==> config.mk <==
export PLATFORM = sky130hd
export DESIGN_NAME = ordered_list_engine
export DESIGN_NICKNAME = d
export VERILOG_FILES = /design/src/hw/rtl/olist_pkg.sv /design/src/hw/rtl/olist_mem.sv /design/src/hw/rtl/olist_ctrl.sv /design/src/hw/rtl/ordered_list_engine.sv
export SDC_FILE = /design/constraint.sdc
export NUM_CORES = 1
export LEC_CHECK = 0
export BUFFER_PORTS_ARGS = -buffer_cell sky130_fd_sc_hd__buf_4
export CAP_MARGIN = 20
export CORE_MARGIN = 1.5
export CORE_UTILIZATION = 66
export DETAILED_ROUTE_END_ITERATION = 10
export PLACE_DENSITY_LB_ADDON = 0.3
export SYNTH_ARGS = -nofsm -noshare
export SYNTH_HDL_FRONTEND = slang
export SYNTH_SLANG_ARGS = --single-unit
==> constraint.sdc <==
create_clock -name clk -period 9.4 [get_ports clk]
set_clock_uncertainty 0.2 [all_clocks]
set_input_delay 0.47 -clock clk [delete_from_list [all_inputs] [get_ports clk]]
set_output_delay 0.47 -clock clk [all_outputs]
set_load 0.005 [all_outputs]
==> src/hw/rtl/olist_pkg.sv <==
`timescale 1ns / 1ps
// ----------------------------------------------------------------------------
// olist_pkg
// Shared types and constants for the ordered list engine: list depth,
// derived widths, operation and status codes, sequencer states and the
// structs that travel between the sequencer, the entry RAM and the top level.
// ----------------------------------------------------------------------------
package olist_pkg;

    localparam int DEPTH    = 16;
    localparam int IDX_W    = $clog2(DEPTH);
    localparam int CNT_W    = $clog2(DEPTH + 1);
    localparam int OP_W     = 4;
    localparam int POS_W    = 4;
    localparam int VAL_W    = 32;
    localparam int STAT_W   = 2;
    localparam int SIZE_W   = 5;
    localparam int CMP_W    = (CNT_W > POS_W) ? CNT_W : POS_W;
    localparam int SIZE_X_W = (CNT_W > SIZE_W) ? CNT_W : SIZE_W;
    localparam int IN_W     = 40;
    localparam int OUT_W    = 40;

    typedef enum logic [OP_W-1:0] {
        OP_INSERT_AT    = 4'd0,
        OP_REMOVE_AT    = 4'd1,
        OP_DELETE_MATCH = 4'd2,
        OP_SEARCH       = 4'd3,
        OP_READ_AT      = 4'd4,
        OP_SIZE         = 4'd5,
        OP_ADD_HEAD     = 4'd6,
        OP_ADD_TAIL     = 4'd7,
        OP_REMOVE_HEAD  = 4'd8,
        OP_REMOVE_TAIL  = 4'd9
    } op_t;

    typedef enum logic [STAT_W-1:0] {
        ST_OK   = 2'd0,
        ST_MISS = 2'd1,
        ST_FULL = 2'd2
    } status_t;

    typedef enum logic [2:0] {
        S_IDLE,
        S_DECODE,
        S_SCAN,
        S_SHIFT,
        S_DONE
    } state_t;

    typedef struct packed {
        logic              we;
        logic [IDX_W-1:0]  waddr;
        logic [VAL_W-1:0]  wdata;
        logic              re;
        logic [IDX_W-1:0]  raddr;
    } mem_req_t;

    typedef struct packed {
        status_t           status;
        logic [VAL_W-1:0]  value;
        logic [SIZE_W-1:0] size;
    } result_t;

endpackage

==> src/hw/rtl/olist_mem.sv <==
`timescale 1ns / 1ps
// ----------------------------------------------------------------------------
// olist_mem
// Entry storage: one write port and one read port with registered read data.
// Contents are undefined until written.
// ----------------------------------------------------------------------------
module olist_mem
    import olist_pkg::*;
(
    input  logic             clk,
    input  mem_req_t         req,
    output logic [VAL_W-1:0] rdata
);

    logic [VAL_W-1:0] mem [DEPTH];
    logic [VAL_W-1:0] rdata_reg;

    always_ff @(posedge clk)
    begin
        if (req.we)
        begin
            mem[req.waddr] <= req.wdata;
        end
    end

    always_ff @(posedge clk)
    begin
        if (req.re)
        begin
            rdata_reg <= mem[req.raddr];
        end
    end

    assign rdata = rdata_reg;

endmodule

==> src/hw/rtl/olist_ctrl.sv <==
`timescale 1ns / 1ps
// ----------------------------------------------------------------------------
// olist_ctrl
// Sequencer for the list: decodes one operation, then walks the entry RAM
// one address per cycle through a shared address stepper and compare unit,
// scanning for a match or shifting entries up or down by one place.
// ----------------------------------------------------------------------------
module olist_ctrl
    import olist_pkg::*;
(
    input  logic             clk,
    input  logic             rst_n,
    input  logic             in_take,
    input  logic [OP_W-1:0]  in_op,
    input  logic [POS_W-1:0] in_pos,
    input  logic [VAL_W-1:0] in_value,
    input  logic             out_free,
    input  logic [VAL_W-1:0] rdata,
    output logic             in_ready,
    output logic             done,
    output result_t          result,
    output mem_req_t         mem_req
);

    state_t           state_reg, state_next;
    op_t              op_reg, op_next;
    logic [POS_W-1:0] pos_reg, pos_next;
    logic [VAL_W-1:0] val_reg, val_next;
    logic [CNT_W-1:0] count_reg, count_next;
    logic [IDX_W-1:0] rd_addr_reg, rd_addr_next;
    logic [IDX_W-1:0] rd_last_reg, rd_last_next;
    logic [IDX_W-1:0] wb_addr_reg, wb_addr_next;
    logic [IDX_W-1:0] t_reg, t_next;
    logic             rd_on_reg, rd_on_next;
    logic             wb_on_reg, wb_on_next;
    logic             first_reg, first_next;
    logic             up_reg, up_next;
    status_t          status_reg, status_next;
    logic [VAL_W-1:0] res_reg, res_next;

    logic                count_full;
    logic                count_zero;
    logic [CNT_W-1:0]    cnt_m1;
    logic [CMP_W-1:0]    pos_ext;
    logic [CMP_W-1:0]    cnt_ext;
    logic                pos_in;
    logic [IDX_W-1:0]    pos_idx;
    logic [IDX_W-1:0]    cnt_idx;
    logic [IDX_W-1:0]    ins_idx;
    logic                hit;
    logic                walk_idle;
    logic                rd_at_last;
    logic [SIZE_X_W-1:0] size_ext;

    assign count_full = (count_reg == CNT_W'(DEPTH));
    assign count_zero = (count_reg == '0);
    assign cnt_m1     = count_reg - CNT_W'(1);
    assign pos_ext    = CMP_W'(pos_reg);
    assign cnt_ext    = CMP_W'(count_reg);
    assign pos_in     = (pos_ext < cnt_ext);
    assign pos_idx    = pos_ext[IDX_W-1:0];
    assign cnt_idx    = count_reg[IDX_W-1:0];
    assign hit        = wb_on_reg && (rdata == val_reg);
    assign walk_idle  = !rd_on_reg && !wb_on_reg;
    assign rd_at_last = (rd_addr_reg == rd_last_reg);
    assign size_ext   = SIZE_X_W'(count_reg);

    always_comb
    begin
        unique case (op_reg)
            OP_ADD_HEAD: ins_idx = '0;
            OP_ADD_TAIL: ins_idx = cnt_idx;
            default:     ins_idx = pos_in ? pos_idx : cnt_idx;
        endcase
    end

    // next state
    always_comb
    begin
        state_next = state_reg;
        unique case (state_reg)
            S_IDLE:
            begin
                if (in_take)
                begin
                    state_next = S_DECODE;
                end
            end
            S_DECODE:
            begin
                unique case (op_reg)
                    OP_INSERT_AT, OP_ADD_HEAD, OP_ADD_TAIL:
                        state_next = count_full ? S_DONE : S_SHIFT;
                    OP_REMOVE_AT, OP_READ_AT:
                        state_next = pos_in ? S_SHIFT : S_DONE;
                    OP_DELETE_MATCH, OP_SEARCH:
                        state_next = count_zero ? S_DONE : S_SCAN;
                    OP_REMOVE_HEAD, OP_REMOVE_TAIL:
                        state_next = count_zero ? S_DONE : S_SHIFT;
                    default:
                        state_next = S_DONE;
                endcase
            end
            S_SCAN:
            begin
                if (hit)
                begin
                    state_next = (op_reg == OP_SEARCH) ? S_DONE : S_SHIFT;
                end
                else if (walk_idle)
                begin
                    state_next = S_DONE;
                end
            end
            S_SHIFT:
            begin
                if (walk_idle)
                begin
                    state_next = S_DONE;
                end
            end
            S_DONE:
            begin
                if (out_free)
                begin
                    state_next = S_IDLE;
                end
            end
            default:
                state_next = S_IDLE;
        endcase
    end

    // datapath and RAM control
    always_comb
    begin
        op_next      = op_reg;
        pos_next     = pos_reg;
        val_next     = val_reg;
        count_next   = count_reg;
        rd_addr_next = rd_addr_reg;
        rd_last_next = rd_last_reg;
        wb_addr_next = wb_addr_reg;
        t_next       = t_reg;
        rd_on_next   = rd_on_reg;
        wb_on_next   = wb_on_reg;
        first_next   = first_reg;
        up_next      = up_reg;
        status_next  = status_reg;
        res_next     = res_reg;

        mem_req.we    = 1'b0;
        mem_req.waddr = up_reg ? (wb_addr_reg + IDX_W'(1)) : (wb_addr_reg - IDX_W'(1));
        mem_req.wdata = rdata;
        mem_req.re    = 1'b0;
        mem_req.raddr = rd_addr_reg;

        unique case (state_reg)
            S_IDLE:
            begin
                if (in_take)
                begin
                    op_next  = op_t'(in_op);
                    pos_next = in_pos;
                    val_next = in_value;
                end
            end
            S_DECODE:
            begin
                status_next = ST_OK;
                res_next    = '0;
                first_next  = 1'b0;
                wb_on_next  = 1'b0;
                rd_on_next  = 1'b0;
                up_next     = 1'b0;
                rd_last_next = cnt_m1[IDX_W-1:0];
                unique case (op_reg)
                    OP_INSERT_AT, OP_ADD_HEAD, OP_ADD_TAIL:
                    begin
                        if (count_full)
                        begin
                            status_next = ST_FULL;
                        end
                        else
                        begin
                            // shift the tail end up, last entry first
                            up_next      = 1'b1;
                            t_next       = ins_idx;
                            rd_addr_next = cnt_m1[IDX_W-1:0];
                            rd_last_next = ins_idx;
                            rd_on_next   = (count_reg != CNT_W'(ins_idx));
                        end
                    end
                    OP_REMOVE_AT, OP_READ_AT:
                    begin
                        if (pos_in)
                        begin
                            first_next   = 1'b1;
                            rd_addr_next = pos_idx;
                            rd_on_next   = 1'b1;
                            if (op_reg == OP_READ_AT)
                            begin
                                rd_last_next = pos_idx;
                            end
                        end
                        else
                        begin
                            status_next = ST_MISS;
                        end
                    end
                    OP_DELETE_MATCH, OP_SEARCH, OP_REMOVE_HEAD, OP_REMOVE_TAIL:
                    begin
                        if (count_zero)
                        begin
                            status_next = ST_MISS;
                        end
                        else
                        begin
                            first_next   = (op_reg == OP_REMOVE_HEAD) ||
                                           (op_reg == OP_REMOVE_TAIL);
                            rd_addr_next = (op_reg == OP_REMOVE_TAIL) ?
                                           cnt_m1[IDX_W-1:0] : '0;
                            rd_on_next   = 1'b1;
                        end
                    end
                    OP_SIZE:
                    begin
                        status_next = ST_OK;
                    end
                    default:
                    begin
                        status_next = ST_MISS;
                    end
                endcase
            end
            S_SCAN:
            begin
                mem_req.re   = rd_on_reg;
                wb_on_next   = rd_on_reg;
                wb_addr_next = rd_addr_reg;
                if (rd_on_reg)
                begin
                    if (rd_at_last)
                    begin
                        rd_on_next = 1'b0;
                    end
                    else
                    begin
                        rd_addr_next = rd_addr_reg + IDX_W'(1);
                    end
                end
                if (hit)
                begin
                    if (op_reg == OP_DELETE_MATCH)
                    begin
                        // restart the walk at the match and close the gap
                        up_next      = 1'b0;
                        first_next   = 1'b1;
                        rd_addr_next = wb_addr_reg;
                        rd_last_next = cnt_m1[IDX_W-1:0];
                        rd_on_next   = 1'b1;
                        wb_on_next   = 1'b0;
                    end
                    else
                    begin
                        rd_on_next = 1'b0;
                        wb_on_next = 1'b0;
                    end
                end
                else if (walk_idle)
                begin
                    status_next = ST_MISS;
                end
            end
            S_SHIFT:
            begin
                mem_req.re   = rd_on_reg;
                wb_on_next   = rd_on_reg;
                wb_addr_next = rd_addr_reg;
                if (rd_on_reg)
                begin
                    if (rd_at_last)
                    begin
                        rd_on_next = 1'b0;
                    end
                    else if (up_reg)
                    begin
                        rd_addr_next = rd_addr_reg - IDX_W'(1);
                    end
                    else
                    begin
                        rd_addr_next = rd_addr_reg + IDX_W'(1);
                    end
                end
                if (wb_on_reg)
                begin
                    if (!up_reg && first_reg)
                    begin
                        // first word read on a removal or an indexed read is the taken value
                        res_next   = rdata;
                        first_next = 1'b0;
                    end
                    else
                    begin
                        mem_req.we = 1'b1;
                    end
                end
                if (walk_idle)
                begin
                    if (up_reg)
                    begin
                        mem_req.we    = 1'b1;
                        mem_req.waddr = t_reg;
                        mem_req.wdata = val_reg;
                        count_next    = count_reg + CNT_W'(1);
                    end
                    else if (op_reg != OP_READ_AT)
                    begin
                        count_next = cnt_m1;
                    end
                end
            end
            S_DONE:
            begin
            end
            default:
            begin
            end
        endcase
    end

    always_ff @(posedge clk or negedge rst_n)
    begin
        if (!rst_n)
        begin
            state_reg <= S_IDLE;
            count_reg <= '0;
            rd_on_reg <= 1'b0;
            wb_on_reg <= 1'b0;
            first_reg <= 1'b0;
            up_reg    <= 1'b0;
        end
        else
        begin
            state_reg <= state_next;
            count_reg <= count_next;
            rd_on_reg <= rd_on_next;
            wb_on_reg <= wb_on_next;
            first_reg <= first_next;
            up_reg    <= up_next;
        end
    end

    always_ff @(posedge clk)
    begin
        op_reg      <= op_next;
        pos_reg     <= pos_next;
        val_reg     <= val_next;
        rd_addr_reg <= rd_addr_next;
        rd_last_reg <= rd_last_next;
        wb_addr_reg <= wb_addr_next;
        t_reg       <= t_next;
        status_reg  <= status_next;
        res_reg     <= res_next;
    end

    assign in_ready      = (state_reg == S_IDLE);
    assign done          = (state_reg == S_DONE) && out_free;
    assign result.status = status_reg;
    assign result.value  = res_reg;
    assign result.size   = size_ext[SIZE_W-1:0];

endmodule

==> src/hw/rtl/ordered_list_engine.sv <==
`timescale 1ns / 1ps
// ----------------------------------------------------------------------------
// ordered_list_engine
// Ordered list of signed 32-bit values with indexed insert, remove, read,
// match search and delete, and head/tail access, kept in a RAM with one read
// and one write port.
// ----------------------------------------------------------------------------
// Sequence: size, unknown op, full and out-of-range cases go from decode
//   straight to done; an append at the tail passes the shift state with no
//   RAM reads; an indexed walk or a search reads entries in turn; a match
//   delete scans then shifts. Walks make one RAM read per cycle.
// Throughput: one operation at a time; the next input is taken as the result
//   turns valid, while it still sits in the output register.
// Reset: asynchronous, empties the list; RAM contents are not cleared.
module ordered_list_engine
    import olist_pkg::*;
(
    input  logic             clk,
    input  logic             rst_n,
    input  logic             s_tvalid,
    output logic             s_tready,
    input  logic [IN_W-1:0]  s_tdata,   // op[3:0], position[7:4], item_value[39:8]
    output logic             m_tvalid,
    input  logic             m_tready,
    output logic [OUT_W-1:0] m_tdata    // status[1:0], result_value[33:2],
                                        // list_size[38:34], zero[39]
);

    logic             in_take;
    logic             out_free;
    logic             done;
    result_t          result;
    mem_req_t         mem_req;
    logic [VAL_W-1:0] rdata;

    logic             m_tvalid_reg, m_tvalid_next;
    logic [OUT_W-1:0] m_tdata_reg, m_tdata_next;

    assign in_take  = s_tvalid && s_tready;
    assign out_free = !m_tvalid_reg || m_tready;

    olist_ctrl u_ctrl (
        .clk      (clk),
        .rst_n    (rst_n),
        .in_take  (in_take),
        .in_op    (s_tdata[3:0]),
        .in_pos   (s_tdata[7:4]),
        .in_value (s_tdata[39:8]),
        .out_free (out_free),
        .rdata    (rdata),
        .in_ready (s_tready),
        .done     (done),
        .result   (result),
        .mem_req  (mem_req)
    );

    olist_mem u_mem (
        .clk   (clk),
        .req   (mem_req),
        .rdata (rdata)
    );

    always_comb
    begin
        m_tvalid_next = m_tvalid_reg;
        m_tdata_next  = m_tdata_reg;
        if (done)
        begin
            m_tvalid_next = 1'b1;
            m_tdata_next  = {1'b0, result.size, result.value, result.status};
        end
        else if (m_tready)
        begin
            m_tvalid_next = 1'b0;
        end
    end

    always_ff @(posedge clk or negedge rst_n)
    begin
        if (!rst_n)
        begin
            m_tvalid_reg <= 1'b0;
        end
        else
        begin
            m_tvalid_reg <= m_tvalid_next;
        end
    end

    always_ff @(posedge clk)
    begin
        m_tdata_reg <= m_tdata_next;
    end

    assign m_tvalid = m_tvalid_reg;
    assign m_tdata  = m_tdata_reg;

endmodule

# [Word level (Yosys, flattened, before mapping)]
# Memories as Yosys holds them, arrays and structs flattened. A register that Yosys moved wholly into a read port is not among the register bits.
# Cells that the tools add are included.
[classes] add_sub_neg=6 magnitude_cmp=1 n_eq_ne=32 muxes=79 n_bitwise=1 n_reduce_logical=34
[ops] cell="two-way mux 37 bit" n=3
[ops] cell="two-way mux 4 bit" n=18
[ops] cell="two-way mux 32 bit" n=2
[ops] cell="one-hot mux 32 bit (2 select lines)" n=1
[ops] cell="equality test 32 bit" n=1
[ops] cell="two-way mux 3 bit" n=9
[ops] cell="two-way mux 1 bit" n=26
[ops] cell="one-hot mux 4 bit (2 select lines)" n=3
[ops] cell="one-hot mux 4 bit (3 select lines)" n=2
[ops] cell="equality test 4 x 3 -> 1 bit (second input constant)" n=4
[ops] cell="inequality test 2 x 1 -> 1 bit (second input constant)" n=8
[ops] cell="one-hot mux 3 bit (5 select lines)" n=1
[ops] cell="AND reduction 3 bit" n=5
[ops] cell="one-hot mux 1 bit (3 select lines)" n=4
[ops] cell="one-hot mux 3 bit (4 select lines)" n=1
[ops] cell="two-way mux 5 bit" n=2
[ops] cell="adder 4 x 1 -> 4 bit (second input constant)" n=2
[ops] cell="equality test 4 x 2 -> 1 bit (second input constant)" n=2
[ops] cell="equality test 4 bit (second input constant)" n=2
[ops] cell="inequality test 4 x 3 -> 1 bit (second input constant)" n=2
[ops] cell="one-hot mux 2 bit (4 select lines)" n=1
[ops] cell="nonzero test 2 bit" n=4
[ops] cell="OR reduction 2 bit" n=4
[ops] cell="subtractor 4 x 1 -> 4 bit (second input constant)" n=2
[ops] cell="other kinds (29)" n=44
[totals] register_bits=142 mem_bits_rw=512 input_bits=44 mem_count=1
[mem_list] name="u_mem.mem" depth=16 word_bits=32 read_ports=1 rd_clocked_by_memory_dff=1 wr=1 line="olist_mem.sv:15" rtl="logic [VAL_W-1:0] mem [DEPTH];"

# [Depth between registers and ports, before layout]
# Gate-level depths: netlist (run 1).
[depth] depth_word=9 depth_mapped=10 mapped_depth_nobuf=9

# [Cells and area by module]
# Synthesis (run 1) repeated with hierarchy kept, for this count alone.
[hier_totals] cells_unflattened=1364 hier_area_um2=26972.1
[by_module_without_submodules] module="olist_mem" n_inst=1 cells_each=838 area_each_um2=20155.6 seq_area_each_um2=16335.7
[by_module_without_submodules] module="olist_ctrl" n_inst=1 cells_each=481 area_each_um2=5580.4 seq_area_each_um2=3002.9
[by_module_without_submodules] module="ordered_list_engine" n_inst=1 cells_each=45 area_each_um2=1236.2 seq_area_each_um2=1196.1

# [Least setup slack after synthesis (run 1)]
# Ideal clock, no wire load.
[synth_path] path_kind="reg2reg" from="reg u_ctrl.up_reg" to="mem u_mem.mem[12][0], enable pin" setup_ns=0.421 t_arrival_ns=3.232 t_required_ns=8.779 setup_slack_ns=5.547 stages_incl_launch_ff=11 n_path_buf=1 period_less_slack_ns=3.853 cell_sequence="dfrtp_1 -> clkbuf_1 -> inv_1 -> ha_1 -> a21o_1 -> a21oi_1 -> xnor2_1 -> mux2i_1 -> mux2i_1 -> nand2_1 -> nor2_1"
[synth_via] elab_chain_len=9
[synth_lines] item="from (decl)" line="olist_ctrl.sv:37" rtl="logic up_reg, up_next;"
[synth_lines] item="from (signal assigned)" line="olist_ctrl.sv:350" rtl="up_reg <= up_next;"
[synth_lines] item="logical NOT 1 bit" line="olist_ctrl.sv:297" rtl="if (!up_reg && first_reg)"
[synth_lines] item="logical AND 1 bit" line="olist_ctrl.sv:297"
[synth_lines] item="two-way mux 1 bit" line="olist_ctrl.sv:297"
[synth_lines] item="two-way mux 1 bit" line="olist_ctrl.sv:295" rtl="if (wb_on_reg)"
[synth_lines] item="two-way mux 37 bit" line="olist_ctrl.sv:310" rtl="if (up_reg)"
[synth_lines] item="two-way mux 37 bit" line="olist_ctrl.sv:308" rtl="if (walk_idle)"
[synth_lines] item="two-way mux 37 bit (*)" line="olist_ctrl.sv:158" rtl="unique case (state_reg)"
[synth_lines] item="two-way mux 1 bit" line="olist_mem.sv:20" rtl="if (req.we)"
[synth_lines] item="two-way mux 1 bit (implied by the code)" line="olist_mem.sv:22" rtl="mem[req.waddr] <= req.wdata;"
[synth_lines] item="to (decl)" line="olist_mem.sv:15"
# Every way passes the cells marked *; elsewhere a longest branch is shown, timed or not.

# [Final worst setup path (run 1)]
[layout_path] from="reg u_ctrl.up_reg" to="mem u_mem.mem[12][8], enable pin"
# The elaborated chain is that of the path after synthesis.

==> impl_metrics.env, run 1 <==
export IMPL_min_from="m_tready"
export IMPL_ff2ff_path_depth=9
export IMPL_vias_per_cell=7.071
export IMPL_hold_path_endpoint="m_tvalid"
export IMPL_path_max_fanout=32
export IMPL_grt_first_pass_wirelength_um=95800
export IMPL_clk_latency_ns=0.59
export IMPL_dpl_hpwl_um=39010
export IMPL_cts_tree="built"
export IMPL_area_delta_synth_final_pct=14.85
export IMPL_yosys_register_bits=686
export IMPL_hp_class="in2reg"
export IMPL_num_rows=74
export IMPL_route_vias_total=14480
export IMPL_io_pins=86
export IMPL_die_x_um=206.1
export IMPL_ctsHoldBuffers=41
export IMPL_ys_seq_area_share_pct=75.39
export IMPL_numPortBuffers=84
export IMPL_critPathCaptureType="register"
export IMPL_status="finished clean"
export IMPL_grt_pass1_vias=14030
export IMPL_place_congestion=0.8957
export IMPL_initial_core_util_pct=66.86
export IMPL_synth_area_top_cells="edfxtp_1 74%, mux4_2 13%, mux2_2 1.5%, dfrtp_1 1.2%, xnor2_1 0.84%"
export IMPL_largest_register_ffs=512
export IMPL_drive_gt1_share_pct=28.69
export IMPL_worstSetupPathType="reg2reg"
export IMPL_tightest_slew_ns=1.117
export IMPL_async_reset_ff_share_pct=1.895
export IMPL_syn_inst=1325
export IMPL_coreArea_sq_mm=0.04074
export IMPL_die_y_um=206.1
export IMPL_fmaxAchievable_ghz=0.2334
export IMPL_ys_flop_type="edfxtp_1"
export IMPL_post_route_period_util_pct=45.57
export IMPL_worstPathRequired_ns=9.40
export IMPL_drt_iter0_markers=2068
export IMPL_yosys_area_top_type_share_pct=74.20
export IMPL_antenna_found_initial=4
export IMPL_syn_area_per_cell_sq_um=20.56
export IMPL_peakVddDrop_uv=291.2
export IMPL_dr_pass1_iters=7
export IMPL_worstPathArrival_ns=4.28
export IMPL_p_leak_nw=10.19
export IMPL_drt_total_wl_um=66330
export IMPL_drc=0
export IMPL_fin_setup_tns_ns=0
export IMPL_clk_pin_slew_ns=0.06
export IMPL_synth_area_sq_mm=0.02724
export IMPL_setup_viol=0
export IMPL_min_path_cells=3
export IMPL_cts_buffer_depth=3
export IMPL_rsz0062_at_grt="false"
export IMPL_ctsResizeCount=0
export IMPL_grt_total_usage_pct=32.42
export IMPL_globalRoute_totalOverflow=0
export IMPL_cts_buffers=68
export IMPL_regArea_sq_mm=0.02054
export IMPL_r2r_start="u_ctrl.up_reg"
export IMPL_final_nets=1518
export IMPL_post_cts_setup_buffer_count=0
export IMPL_drtAntennaViolNets=0
export IMPL_root_buffer="clkbuf_16"
export IMPL_yosysWarnings=0
export IMPL_multi_input_area_sq_mm=0.006523
export IMPL_grt_max_degree=135
export IMPL_maxCapViolCount=0
export IMPL_ys_types=72
export IMPL_layout_min_cycle_time_ns=4.284
export IMPL_wl_per_cell_um=32.39
export IMPL_drv_slew=0
export IMPL_diodes=0
export IMPL_synth_edff_count=673
export IMPL_timing_rr_end="u_mem.mem[12][8]"
export IMPL_nFillCells=2077
export IMPL_synthesis_nets=1379
export IMPL_slew_headroom_pct=25.32
export IMPL_clock_sinks=686
export IMPL_timing_final_hold_violations=0
export IMPL_rrSetupSlack_ns=5.12
export IMPL_htreeDepth=3
export IMPL_synth_area_leader_cell="edfxtp_1"
export IMPL_cp_start_kind="register"
export IMPL_die_area_sq_mm=0.04250
export IMPL_power_density_mw_per_mm2=291.2
export IMPL_post_route_util_pct=76.79
cell families after synthesis:
kind of cell,share of synthesized area [%]
simple gates,3.785
compound gates,2.430
xor+xnor,1.640
other cells,0.01377
flops,75.39
buf+inv,1.204
fa+ha+maj,0.4869
mux,15.05
worst max-delay path by stage:
stage	start	end	slack, ns	cells past startpoint
detailed placement	u_ctrl.up_reg	u_mem.mem[10][11]	5.20	9
finish	u_ctrl.up_reg	u_mem.mem[12][8]	5.12	9
CTS	u_ctrl.up_reg	u_mem.mem[12][9]	5.16	9
global route	u_ctrl.up_reg	u_mem.mem[10][8]	4.90	9
floorplan	u_ctrl.up_reg	u_mem.mem[12][0]	5.55	10
global placement	u_ctrl.up_reg	u_mem.mem[9][9]	5.35	9
synth_stat cells (4+ instances only):
master / number
edfxtp_1: 673
nand2b_1: 8
o21ai_0: 20
nor2b_1: 5
mux2_2: 36
xnor2_1: 26
a21oi_1: 21
xor2_1: 25
mux4_2: 160
nand3_1: 9
or4_1: 5
nor4_1: 6
o22ai_1: 5
inv_1: 14
nor3_1: 16
a22o_1: 4
ha_1: 9
clkbuf_1: 54
and3_1: 32
nand4_1: 11
nor2_1: 49
mux2i_1: 9
buf_1: 16
a221o_1: 5
dfrtp_1: 13
nand2_1: 30
metal layers:
layer / share of wire, % / vias to the layer above / global-route usage (%)
li1: - / 5756 / -
met4: 2.6 / 4 / 8.773
met2: 46 / 1120 / 47.56
met3: 13 / 138 / 8.168
met1: 39 / 7463 / 49.65
met5: 0.036 / - / 0
per-stage QoR:
stage	cells	hold WS, ns	instance area, sq um	setup WS [ns]	power, mW
after floorplan	1325	-0.02559	27240	5.547	5.443
final	2048	0.01382	31280	5.116	9.111
after detailed placement	1883	0.1400	28520	5.197	6.246
after global placement	1883	0.1394	28520	5.354	6.182
after global routing	2048	0.04034	31280	4.904	9.375
after CTS	2046	0.002113	31240	5.162	9.063
power breakdown:
part	internal (mW)	switching [mW]	leakage (nW)	total, mW
Sequential	3.75	0.190	6.27	3.94
Clock	1.67	1.16	1.12	2.83
Combinational	0.962	1.38	2.80	2.34
Total	6.39	2.73	10.2	9.11
cell type report:
| class | count | area share, % |
|---|---|---|
| multi-input combinational | 553 | 20.85 |
| inverter | 14 | 0.1680 |
| clock buffer | 78 | 5.696 |
| clock inverter | 44 | 1.656 |
| tap | 532 | 2.128 |
| sequential | 686 | 65.65 |
| timing repair buffer | 141 | 3.856 |
layout by cell type, fill, tap and decap left out, types with 25 or more instances in the layout:
| master | instances |
|---|---|
| clkbuf_16 | 70 |
| mux4_2 | 160 |
| and3_1 | 31 |
| buf_4 | 97 |
| edfxtp_1 | 673 |
| xor2_1 | 25 |
| mux2_2 | 36 |
| xnor2_1 | 26 |
| nand2_1 | 30 |
| dlygate4sd3_1 | 41 |
| nor2_1 | 32 |
worst max-delay path, cell delays in order (launching register included):
cell and delay, ns:
dfrtp_1 0.72, inv_1 0.29, ha_1 0.35, a21o_1 0.17, a21oi_1 0.17, xnor2_1 0.20, mux2i_1 0.16, mux2i_1 0.30
nand2_1 0.35, nor2_4 0.95
Note: power is estimated with default switching activity, not from simulation.
==> run 2, diff against run 1 <==
Settings changed: CORE_UTILIZATION 66 to 62.
Clock period 9.4 ns to 4.17 ns, I/O delays scaled along.
==> impl_metrics.env, run 2 (synthesized netlist as in run 1, its figures left out) <==
export IMPL_final_cell_mix="673 x edfxtp_1, 160 x mux4_2, 134 x buf_4"
export IMPL_dpl_hpwl_um=39910
export IMPL_num_rows=76
export IMPL_cp_start_kind="register"
export IMPL_drive_gt1_share_pct=29.46
export IMPL_grt_total_usage_pct=29.48
export IMPL_numPortBuffers=84
export IMPL_drv_slew=0
export IMPL_grt_first_pass_wirelength_um=93520
export IMPL_critPathCaptureType="register"
export IMPL_place_congestion=0.9042
export IMPL_crit_top_cell="buf_4"
export IMPL_fin_setup_tns_ns=0
export IMPL_mostFrequentLayoutCell="edfxtp_1"
export IMPL_worstPathRequired_ns=4.23
export IMPL_setup_viol=0
export IMPL_rsz0062_at_grt="false"
export IMPL_globalRoute_totalOverflow=0
export IMPL_largest_register_ffs=512
export IMPL_multi_input_area_sq_mm=0.006523
export IMPL_status="finished clean"
export IMPL_design_area_sq_mm=0.03154
export IMPL_timing_final_hold_violations=0
export IMPL_fin_cells=2144
export IMPL_dpl_cell_count=1980
export IMPL_clock_sinks=686
export IMPL_wl_per_cell_um=29.86
export IMPL_cts_buffer_depth=3
export IMPL_final_nets=1562
export IMPL_route_vias_total=14420
export IMPL_placed_area_sq_mm=0.02899
export IMPL_drtAntennaViolNets=0
export IMPL_power_density_mw_per_mm2=637.5
export IMPL_cpLargestDelayFamily="simple AND/OR/NAND/NOR gates"
export IMPL_die_x_um=212.6
export IMPL_slowest_stage="dfrtp_1"
export IMPL_post_route_util_pct=73.06
export IMPL_cts_buffers=67
export IMPL_dr_pass1_iters=6
export IMPL_regArea_sq_mm=0.02054
export IMPL_peakVddDrop_uv=463.0
export IMPL_maxCapViolCount=0
export IMPL_clk_latency_ns=0.60
export IMPL_critPathBufInv=3
export IMPL_root_buffer="clkbuf_16"
export IMPL_layout_min_cycle_time_ns=3.423
export IMPL_grt_max_degree=119
export IMPL_drt_iter0_markers=2153
export IMPL_antenna_found_initial=2
export IMPL_drc=0
export IMPL_post_route_period_util_pct=82.08
export IMPL_slew_headroom_pct=44.45
export IMPL_fmaxAchievable_ghz=0.2922
export IMPL_vias_per_cell=6.725
export IMPL_area_delta_synth_final_pct=15.80
export IMPL_drt_total_wl_um=64020
export IMPL_rrSetupSlack_ns=0.75
export IMPL_p_leak_nw=10.33
export IMPL_tightest_slew_ns=0.8314
export IMPL_io_pins=86
export IMPL_power_mw=20.11
export IMPL_htreeDepth=3
export IMPL_clk_pin_slew_ns=0.06
export IMPL_path_max_fanout=20
export IMPL_hp_class="in2reg"
export IMPL_coreArea_sq_mm=0.04317
export IMPL_initial_core_util_pct=63.09
export IMPL_slowest_delay_ns=0.56
export IMPL_die_y_um=212.6
export IMPL_grt_pass1_vias=14020
export IMPL_worstPathArrival_ns=3.48
export IMPL_path_cells="nand2b_1 -> inv_1 -> nand2_1 -> nor4_2 -> buf_4 -> nor2_1 -> a21oi_1 -> nand3_1 -> nor2_4 -> buf_4"
export IMPL_cts_tree="built"
export IMPL_worstSetupPathType="reg2reg"
export IMPL_nFillCells=2476
export IMPL_ctsResizeCount=0
export IMPL_die_area_sq_mm=0.04520
==> run 2: cell count changes in the layout (fill, tap and decap cells not counted), sizes merged <==
cell,delta
buf,+42
bufinv,-7
clkbuf,+5
dlygate4sd3,+3
clkinv,+2
inv,-2
clkinvlp,-1
diode,+1
==> run 2: final timing paths <==
| path | start | to | depth (start not counted) |
|---|---|---|---|
| setup / recovery | u_ctrl.state_reg[1] | u_mem.mem[2][26] | 10 |
| setup reg to reg | u_ctrl.state_reg[1] | u_mem.mem[2][26] | 10 |
| min in group asynchronous | rst_n | u_ctrl.cnt_ext[3] | 3 |
| hold reg to reg | u_ctrl.res_reg[7] | m_tdata[9] | 0 |
| max in group asynchronous | rst_n | u_ctrl.state_reg[0] | 3 |
| hold / removal | s_tdata[34] | u_ctrl.val_reg[26] | 2 |
==> run 2: what timing repair did <==
action / CTS / global route
hold buffers: 44 / 0
endpoints found under the hold margin: 56 / 0
setup buffers: 0 / 0
==> run 2: cell type report <==
class,instances,area share [%]
Antenna cell,1,0.007934
Clock buffer,83,5.740
Clock inverter,36,0.9322
Inverter,14,0.1666
Multi-Input combinational cell,553,20.68
Sequential cell,686,65.11
Tap cell,585,2.321
Timing Repair Buffer,186,5.046
==> run 2: stage by stage <==
stage,hold slack (ns),setup WS [ns]
after CTS,0.1014,0.7957
after detailed placement,-0.1207,0.8179
after global routing,0.1125,0.5549
after floorplan,-0.2871,0.3167
after global placement,-0.1225,0.9218
final,0.1275,0.7471
==> run 2: metal layers <==
layer  vias to the layer above  global-route usage (%)  wire length (um)
met2                      1046                   43.46             29600
met3                       143                   6.647              7198
li1                       5840                       -                 -
met5                         -                       0                13
met1                      7388                   45.00             25310
met4                         2                   8.780              1892
==> run 2: report_power, final <==
part / internal, mW / total (mW) / switching [mW]
sequential: 8.46 / 8.86 / 0.399
clock: 3.34 / 5.83 / 2.49
combinational: 2.27 / 5.42 / 3.14
total: 14.1 / 20.1 / 6.03
